==> src/slt_pkg.sv <==
// ----------------------------------------------------------------------------
// slt_pkg: shared types and constants for the serial LCD line terminal
// Command codes, queue entry layout and sequencer states.
// ----------------------------------------------------------------------------
`default_nettype none

package slt_pkg;

  localparam int ROW_WIDTH = 16;
  localparam int COL_W     = $clog2(ROW_WIDTH);
  localparam int Q_AW      = 1;
  localparam int Q_DEPTH   = 1 << Q_AW;

  localparam logic [7:0] CHAR_CR    = 8'h0d;
  localparam logic [7:0] CHAR_BLOCK = 8'hff;
  localparam logic [7:0] CHAR_SPACE = 8'h20;

  typedef enum logic [1:0] {
    OP_POS   = 2'd0,
    OP_DATA  = 2'd1,
    OP_CLEAR = 2'd2,
    OP_HOME  = 2'd3
  } lcd_op_t;

  typedef enum logic [1:0] {
    K_ECHO,        // write char, no store
    K_ECHO_STORE,  // write char and keep it in the line store
    K_NEWLINE      // second-row return: clear and replay
  } kind_t;

  typedef struct packed {
    kind_t            kind;
    logic [7:0]       ch;       // byte for the first write
    logic [COL_W-1:0] idx;      // store index, or replay length
    logic [COL_W-1:0] pos_col;  // cursor column after this char
    logic             pos_row;  // cursor row after this char
  } entry_t;

  typedef enum logic [2:0] {
    ST_IDLE,
    ST_ECHO,
    ST_HOME,
    ST_CLEAR,
    ST_REPLAY,
    ST_POS1,
    ST_BLOCK,
    ST_POS2
  } bk_state_t;

  // low 4 bits of a column for the LCD address field
  function automatic logic [3:0] to_lcd_col(input logic [COL_W-1:0] col);
    logic [COL_W+3:0] ext;
    ext = {4'b0000, col};
    return ext[3:0];
  endfunction

endpackage

`default_nettype wire

==> src/serial_lcd_line_terminal_unit.sv <==
// ----------------------------------------------------------------------------
// serial_lcd_line_terminal_unit: serial byte to LCD command terminal
// Turns received bytes into command runs for a two-row character LCD.
// ----------------------------------------------------------------------------
// Each byte pushed in produces a run of LCD commands popped out one per
// transfer; the last command of a run has run_last set. A classifier
// accepts a byte per cycle, while the queue is not full, into a two-entry
// queue; a single sequencer then issues one command per cycle while the
// output register has room. An ordinary byte or a first-row return loads
// one entry and then issues four commands; a return in second-row mode
// issues 6 + n commands, where n is the number of stored bytes replayed
// (at most 15 for a 16-column row). Throughput is bounded by the sequencer and by how fast results are popped.
`default_nettype none

module serial_lcd_line_terminal_unit (
  input  wire logic        clk,
  input  wire logic        rst_n,
  input  wire logic        in_push,
  output logic             in_full,
  input  wire logic [7:0]  in_rx_char,
  output logic             out_empty,
  input  wire logic        out_pop,
  output logic [1:0]       out_lcd_op,
  output logic [3:0]       out_lcd_col,
  output logic             out_lcd_row,
  output logic [7:0]       out_lcd_data,
  output logic             out_run_last
);

  logic             q_push, q_pop, q_full, q_empty;
  slt_pkg::entry_t  wr_entry, rd_entry;

  assign in_full = q_full;

  slt_front u_front (
    .clk        (clk),
    .rst_n      (rst_n),
    .in_push    (in_push),
    .in_rx_char (in_rx_char),
    .q_full     (q_full),
    .q_push     (q_push),
    .q_entry    (wr_entry)
  );

  slt_queue u_queue (
    .clk      (clk),
    .rst_n    (rst_n),
    .push     (q_push),
    .wr_entry (wr_entry),
    .pop      (q_pop),
    .full     (q_full),
    .empty    (q_empty),
    .rd_entry (rd_entry)
  );

  slt_back u_back (
    .clk          (clk),
    .rst_n        (rst_n),
    .q_empty      (q_empty),
    .q_entry      (rd_entry),
    .q_pop        (q_pop),
    .out_pop      (out_pop),
    .out_empty    (out_empty),
    .out_lcd_op   (out_lcd_op),
    .out_lcd_col  (out_lcd_col),
    .out_lcd_row  (out_lcd_row),
    .out_lcd_data (out_lcd_data),
    .out_run_last (out_run_last)
  );

endmodule

`default_nettype wire

==> src/slt_front.sv <==
// ----------------------------------------------------------------------------
// slt_front: character classifier
// Tracks row mode and cursor column, turns each byte into a queue entry.
// ----------------------------------------------------------------------------
`default_nettype none

module slt_front (
  input  wire logic          clk,
  input  wire logic          rst_n,
  input  wire logic          in_push,
  input  wire logic [7:0]    in_rx_char,
  input  wire logic          q_full,
  output logic               q_push,
  output slt_pkg::entry_t    q_entry
);

  logic                      mode_r, mode_nxt;
  logic [slt_pkg::COL_W-1:0] col_r, col_nxt;
  logic [slt_pkg::COL_W-1:0] col_adv;
  logic [slt_pkg::COL_W:0]   col_inc;

  assign q_push  = in_push && !q_full;
  assign col_inc = {1'b0, col_r} + 1'b1;
  assign col_adv = (col_inc == (slt_pkg::COL_W+1)'(slt_pkg::ROW_WIDTH)) ?
                   '0 : col_inc[slt_pkg::COL_W-1:0];

  always_comb begin
    mode_nxt      = mode_r;
    col_nxt       = col_adv;
    q_entry.kind  = slt_pkg::K_ECHO;
    q_entry.ch    = in_rx_char;
    q_entry.idx   = col_r;
    if (!mode_r) begin
      if (in_rx_char == slt_pkg::CHAR_CR) begin
        q_entry.ch = slt_pkg::CHAR_SPACE;
        col_nxt    = '0;
        mode_nxt   = 1'b1;
      end
    end else if (in_rx_char == slt_pkg::CHAR_CR) begin
      q_entry.kind = slt_pkg::K_NEWLINE;
      q_entry.ch   = slt_pkg::CHAR_SPACE;
      col_nxt      = '0;
    end else begin
      q_entry.kind = slt_pkg::K_ECHO_STORE;
    end
    q_entry.pos_col = col_nxt;
    q_entry.pos_row = mode_nxt;
  end

  always_ff @(posedge clk) begin
    if (!rst_n) begin
      mode_r <= 1'b0;
      col_r  <= '0;
    end else if (q_push) begin
      mode_r <= mode_nxt;
      col_r  <= col_nxt;
    end
  end

endmodule

`default_nettype wire

==> src/slt_queue.sv <==
// ----------------------------------------------------------------------------
// slt_queue: short entry queue
// Decouples the classifier from the command sequencer.
// ----------------------------------------------------------------------------
`default_nettype none

module slt_queue (
  input  wire logic             clk,
  input  wire logic             rst_n,
  input  wire logic             push,
  input  wire slt_pkg::entry_t  wr_entry,
  input  wire logic             pop,
  output logic                  full,
  output logic                  empty,
  output slt_pkg::entry_t       rd_entry
);

  slt_pkg::entry_t              ent_r [slt_pkg::Q_DEPTH];
  logic [slt_pkg::Q_AW-1:0]     wp_r, rp_r;
  logic [slt_pkg::Q_AW:0]       cnt_r;
  logic                         do_push, do_pop;

  assign full     = (cnt_r == (slt_pkg::Q_AW+1)'(slt_pkg::Q_DEPTH));
  assign empty    = (cnt_r == '0);
  assign do_push  = push && !full;
  assign do_pop   = pop && !empty;
  assign rd_entry = ent_r[rp_r];

  always_ff @(posedge clk) begin
    if (do_push) begin
      ent_r[wp_r] <= wr_entry;
    end
  end

  always_ff @(posedge clk) begin
    if (!rst_n) begin
      wp_r  <= '0;
      rp_r  <= '0;
      cnt_r <= '0;
    end else begin
      if (do_push) wp_r <= wp_r + 1'b1;
      if (do_pop)  rp_r <= rp_r + 1'b1;
      unique case ({do_push, do_pop})
        2'b10:   cnt_r <= cnt_r + 1'b1;
        2'b01:   cnt_r <= cnt_r - 1'b1;
        default: cnt_r <= cnt_r;
      endcase
    end
  end

endmodule

`default_nettype wire

==> src/slt_back.sv <==
// ----------------------------------------------------------------------------
// slt_back: LCD command sequencer
// Expands queue entries into LCD commands, owns the line store and the
// output register.
// ----------------------------------------------------------------------------
`default_nettype none

module slt_back (
  input  wire logic             clk,
  input  wire logic             rst_n,
  input  wire logic             q_empty,
  input  wire slt_pkg::entry_t  q_entry,
  output logic                  q_pop,
  input  wire logic             out_pop,
  output logic                  out_empty,
  output logic [1:0]            out_lcd_op,
  output logic [3:0]            out_lcd_col,
  output logic                  out_lcd_row,
  output logic [7:0]            out_lcd_data,
  output logic                  out_run_last
);

  slt_pkg::bk_state_t        state_r, state_nxt;
  slt_pkg::entry_t           ent_r;
  logic [slt_pkg::COL_W-1:0] idx_r, idx_nxt;
  logic [7:0]                mem [slt_pkg::ROW_WIDTH];
  logic [7:0]                rd_data_r;
  logic                      st_wr;

  logic                      emit, space;
  slt_pkg::lcd_op_t          cmd_op;
  logic [3:0]                cmd_col;
  logic                      cmd_row;
  logic [7:0]                cmd_data;
  logic                      cmd_last;

  logic                      out_vld_r;
  slt_pkg::lcd_op_t          out_op_r;
  logic [3:0]                out_col_r;
  logic                      out_row_r;
  logic [7:0]                out_data_r;
  logic                      out_last_r;

  assign space = !out_vld_r || out_pop;

  // command outputs per state
  always_comb begin
    emit     = 1'b0;
    q_pop    = 1'b0;
    st_wr    = 1'b0;
    cmd_op   = slt_pkg::OP_POS;
    cmd_col  = '0;
    cmd_row  = 1'b0;
    cmd_data = '0;
    cmd_last = 1'b0;
    unique case (state_r)
      slt_pkg::ST_IDLE: begin
        q_pop = !q_empty;
      end
      slt_pkg::ST_ECHO: begin
        emit     = 1'b1;
        cmd_op   = slt_pkg::OP_DATA;
        cmd_data = ent_r.ch;
        st_wr    = (ent_r.kind == slt_pkg::K_ECHO_STORE);
      end
      slt_pkg::ST_HOME: begin
        emit   = 1'b1;
        cmd_op = slt_pkg::OP_HOME;
      end
      slt_pkg::ST_CLEAR: begin
        emit   = 1'b1;
        cmd_op = slt_pkg::OP_CLEAR;
      end
      slt_pkg::ST_REPLAY: begin
        // stop at the line length or at a stored zero byte
        emit     = (idx_r != ent_r.idx) && (rd_data_r != 8'h00);
        cmd_op   = slt_pkg::OP_DATA;
        cmd_data = emit ? rd_data_r : 8'h00;
      end
      slt_pkg::ST_POS1: begin
        emit    = 1'b1;
        cmd_col = slt_pkg::to_lcd_col(ent_r.pos_col);
        cmd_row = ent_r.pos_row;
      end
      slt_pkg::ST_BLOCK: begin
        emit     = 1'b1;
        cmd_op   = slt_pkg::OP_DATA;
        cmd_data = slt_pkg::CHAR_BLOCK;
      end
      slt_pkg::ST_POS2: begin
        emit     = 1'b1;
        cmd_col  = slt_pkg::to_lcd_col(ent_r.pos_col);
        cmd_row  = ent_r.pos_row;
        cmd_last = 1'b1;
      end
      default: begin
        emit = 1'b0;
      end
    endcase
  end

  // next state
  always_comb begin
    state_nxt = state_r;
    unique case (state_r)
      slt_pkg::ST_IDLE:   if (!q_empty) state_nxt = slt_pkg::ST_ECHO;
      slt_pkg::ST_ECHO: begin
        if (space) begin
          state_nxt = (ent_r.kind == slt_pkg::K_NEWLINE) ? slt_pkg::ST_HOME :
                                                           slt_pkg::ST_POS1;
        end
      end
      slt_pkg::ST_HOME:   if (space) state_nxt = slt_pkg::ST_CLEAR;
      slt_pkg::ST_CLEAR:  if (space) state_nxt = slt_pkg::ST_REPLAY;
      slt_pkg::ST_REPLAY: if (!emit) state_nxt = slt_pkg::ST_POS1;
      slt_pkg::ST_POS1:   if (space) state_nxt = slt_pkg::ST_BLOCK;
      slt_pkg::ST_BLOCK:  if (space) state_nxt = slt_pkg::ST_POS2;
      slt_pkg::ST_POS2:   if (space) state_nxt = slt_pkg::ST_IDLE;
      default:            state_nxt = slt_pkg::ST_IDLE;
    endcase
  end

  // replay index; the store is read at the next index so data lines up
  always_comb begin
    if (state_r == slt_pkg::ST_REPLAY) begin
      idx_nxt = (emit && space) ? idx_r + 1'b1 : idx_r;
    end else begin
      idx_nxt = '0;
    end
  end

  always_ff @(posedge clk) begin
    if (st_wr) begin
      mem[ent_r.idx] <= ent_r.ch;
    end
    rd_data_r <= mem[idx_nxt];
  end

  always_ff @(posedge clk) begin
    if (q_pop) begin
      ent_r <= q_entry;
    end
    idx_r <= idx_nxt;
  end

  always_ff @(posedge clk) begin
    if (!rst_n) begin
      state_r <= slt_pkg::ST_IDLE;
    end else begin
      state_r <= state_nxt;
    end
  end

  // output register
  always_ff @(posedge clk) begin
    if (!rst_n) begin
      out_vld_r <= 1'b0;
    end else if (space) begin
      out_vld_r <= emit;
    end
  end

  always_ff @(posedge clk) begin
    if (space && emit) begin
      out_op_r   <= cmd_op;
      out_col_r  <= cmd_col;
      out_row_r  <= cmd_row;
      out_data_r <= cmd_data;
      out_last_r <= cmd_last;
    end
  end

  assign out_empty    = !out_vld_r;
  assign out_lcd_op   = out_op_r;
  assign out_lcd_col  = out_col_r;
  assign out_lcd_row  = out_row_r;
  assign out_lcd_data = out_data_r;
  assign out_run_last = out_last_r;

endmodule

`default_nettype wire

==> config.mk <==
export PLATFORM = sky130hd
export DESIGN_NAME = serial_lcd_line_terminal_unit
export DESIGN_NICKNAME = d
export VERILOG_FILES = /design/src/slt_pkg.sv /design/src/serial_lcd_line_terminal_unit.sv /design/src/slt_front.sv /design/src/slt_queue.sv /design/src/slt_back.sv
export SDC_FILE = /design/constraint.sdc
export NUM_CORES = 1
export LEC_CHECK = 0
export BUFFER_PORTS_ARGS = -buffer_cell sky130_fd_sc_hd__buf_2
export CAP_MARGIN = 5
export CORE_UTILIZATION = 61
export DETAILED_ROUTE_END_ITERATION = 8
export PLACE_DENSITY = 0.78
export SLEW_MARGIN = 30
export SYNTH_ARGS = -nofsm -noshare
export SYNTH_HDL_FRONTEND = slang
export SYNTH_HIERARCHICAL = 1
export SYNTH_SLANG_ARGS = --single-unit
==> constraint.sdc <==
create_clock -name clk -period 5.3 [get_ports clk]
set_input_delay 1.06 -clock clk [delete_from_list [all_inputs] [get_ports clk]]
set_output_delay 1.06 -clock clk [all_outputs]
set_load 0.005 [all_outputs]
==> qor.txt <==
Peak VDD IR = 0.350 mV
Slew Viols, Final = 0
WL per Instance = 21.8 um
Arrival time worst endpoint = 3930 ps
Clock transition at path regs = 60 ps
Average instance area after synthesis = 14.0 sq um
Final Skew = 13.3 ps
H-tree levels = 1
# resized after CTS = 0
Pwr dens = 511 nW/um^2
Max-cap violations = 0
Max-Slew Margin vs Limit = 0.322
Clk Latency, worst-skew pair = 500 ps
Slowest cell delay on critical path = 540 ps
Critical path buffer and inverter count = 1
Ys Warns = 6
Synth top area share = 0.661
Layout cells sized above 1 = 0.167
Chip height = 124 um
GRT overflow = 0
Post-DP HPWL = 11.8 mm
Yosys cell types = 62
Fin util = 0.693
Leading area contributor after synthesis = edfxtp_1
Die width = 124 um
Max frequency = 281 MHz
Most Frequent Cell on Critical Path = nand2_1
Die area = 15500 sq um
Share of the cycle needed by the critical path after routing = 0.671
Inserted Diodes = 0
Setup-failing EPs final = 0
Ports = 30
FP Rows = 44
Syn Nets = 665
Endpoint type of the worst setup path = flop
CP top delay family = simple AND/OR/NAND/NOR gates
Async set-reset flop share out of synthesis = 0
Routability congestion estimate = 0.892
Outcome = completed
Top cells by area, synth = edfxtp_1 (66%), dfxtp_1 (5.7%), nand2_1 (3.1%), mux2_2 (2.3%), nor2_1 (2.3%)
Post-route minimum period = 3560 ps
Area delta synth->final = 10.8%
First drt pass iteration count = 5
Critical path peak fanout = 25
Final hold vios = 0
Total track usage = 0.248
CTS tree = done
Setup TNS = 0 ps
CTS Hold Bufs = 0
DR iter-0 viols = 613
Proportion of synthesized chip area in sequential cells = 0.718
Core area = 14600 sq um
Synthesized area = 9130 sq um
Placed instance count = 831
First-pass GRT wire length = 29.7 mm
Largest net degree at the start of global routing = 55
Cells after Synth = 650
Sink Count = 227
Clock root buffer = clkbuf_16
Post-synth EDFFs = 201
Initial core utilization = 0.625
DRT Wirelength = 19.0 mm
DR DRC count = 0
Post CTS Setup Buffer Count = 0
CTS Buffer Depth = 3
Worst path cell trace = xnor2_1, nand4_1, nand2_1, nand2_1, a21o_1, inv_1, nand3_1, a221oi_1, nor4_1
Critical Path RT = 5670 ps
Hold WS = 493 ps
Setup ws final = 1740 ps
Number of global-route vias before repair = 5399
Hold Crit Class = reg -> reg
Top post-synthesis cells by count = edfxtp_1 (201), nand2_1 (76), nor2_1 (56), a21oi_1 (34), dfxtp_1 (26)
Cts bufs inserted = 23
Antenna violations before repair = 0
Post-DRT Antenna Nets = 0
Worst slack at placement = 1570 ps
Least-Margin Pin Slew = 1010 ps
Yosys reg bits = 227
Cell at the slowest stage of the critical path = edfxtp_1
RSZ-0062 raised after global routing = no
Layout net count = 687
Most common cell in the netlist = edfxtp_1
Finished Layout Cells = 872
Setup crit start kind = flop
Static leakage = 3.53 nW
Via count = 5506
Crit path kind = reg -> reg
Vias per cell = 6.31
Synth Flop Type = edfxtp_1
Input/output buffers = 29
==> layer usage <==
| layer | up-vias | wire (um) | global-route usage |
|---|---|---|---|
| met5 | - | 0 | 0 |
| met4 | 0 | 616 | 0.0858 |
| met3 | 53 | 1430 | 0.0378 |
| met2 | 252 | 8810 | 0.389 |
| met1 | 2720 | 8170 | 0.359 |
| li1 | 2481 | - | - |
==> sequential cells by signal, indices dropped and copies added (netlist names), 4 cells and up, named ones only <==
name / count
u_back/mem: 128
u_front/col_r: 4
u_back/rd_data_r: 8
u_back/ent_r: 19
u_queue/ent_r: 38
u_back/out_lcd_data: 8
u_back/out_lcd_col: 4
u_back/idx_r: 4
==> cell usage in the layout (no fill, tap or decap), types with 5 or more instances in the layout <==
master     count
a211oi_1       7
a21oi_1       34
a221oi_1      12
a32oi_1        7
and2_1         5
and3_1         7
buf_2         29
clkbuf_16     23
dfxtp_1       26
edfxtp_1     201
inv_1         11
mux2_2        19
mux2i_1       18
nand2_1       76
nand2b_1       6
nand3_1       17
nor2_1        51
nor2_2         5
nor2b_1       10
nor4_1         7
o21ai_0       12
xnor2_1       10
==> layout make-up <==
cell class | instances | area (sq um)
fillers | 924 | 4480
well taps | 184 | 230
inverters | 13 | 53.8
repair buffers | 33 | 175
multi-input cells | 374 | 2360
flip-flops and latches | 227 | 6560
clock buffers | 30 | 632
clock inverters | 11 | 103
==> power by group <==
group / total (mW) / internal, mW / switching [mW]
clock: 1.56 / 0.933 / 0.627
combinational: 0.899 / 0.334 / 0.566
sequential: 2.70 / 2.40 / 0.309
==> logic make-up (layout without fill, tap and decap cells) <==
kind of cell	count (synthesis)	in the layout	share of synthesized area
AOI/OAI and AO/OA	106	106	0.0806
xor gates and xnor gates	12	12	0.0115
adders and majority gates	3	3	0.00411
buffers and inverters	49	87	0.0280
DFF	227	227	0.718
muxes	38	38	0.0447
and+or+nand+nor	215	215	0.113
==> through the flow <==
| step | cell area (sq um) | power [mW] |
|---|---|---|
| after floorplan | 9130 | 3.26 |
| after global placement | 9340 | 3.55 |
| after detailed placement | 9360 | 3.62 |
| after CTS | 10100 | 5.18 |
| after global routing | 10100 | 5.36 |
| final | 10100 | 5.16 |
==> worst paths after layout <==
check	startpoint	end	slack, ps	cells past startpoint
setup / recovery	u_back/ent_r[7]	u_back/rd_data_r[0]	1740	9
hold / removal	u_queue/wp_r	u_queue/wp_r	490	2
setup reg to reg	u_back/ent_r[7]	u_back/rd_data_r[0]	1740	9
hold reg to reg	u_queue/wp_r	u_queue/wp_r	490	2
==> worst min-delay path, delay by kind of cell (launching register included) <==
family         cells  cell delay, ps
flip-flops         1             310
AO/OA/AOI/OAI      2             130
Note: power is estimated with default switching activity, not from simulation.
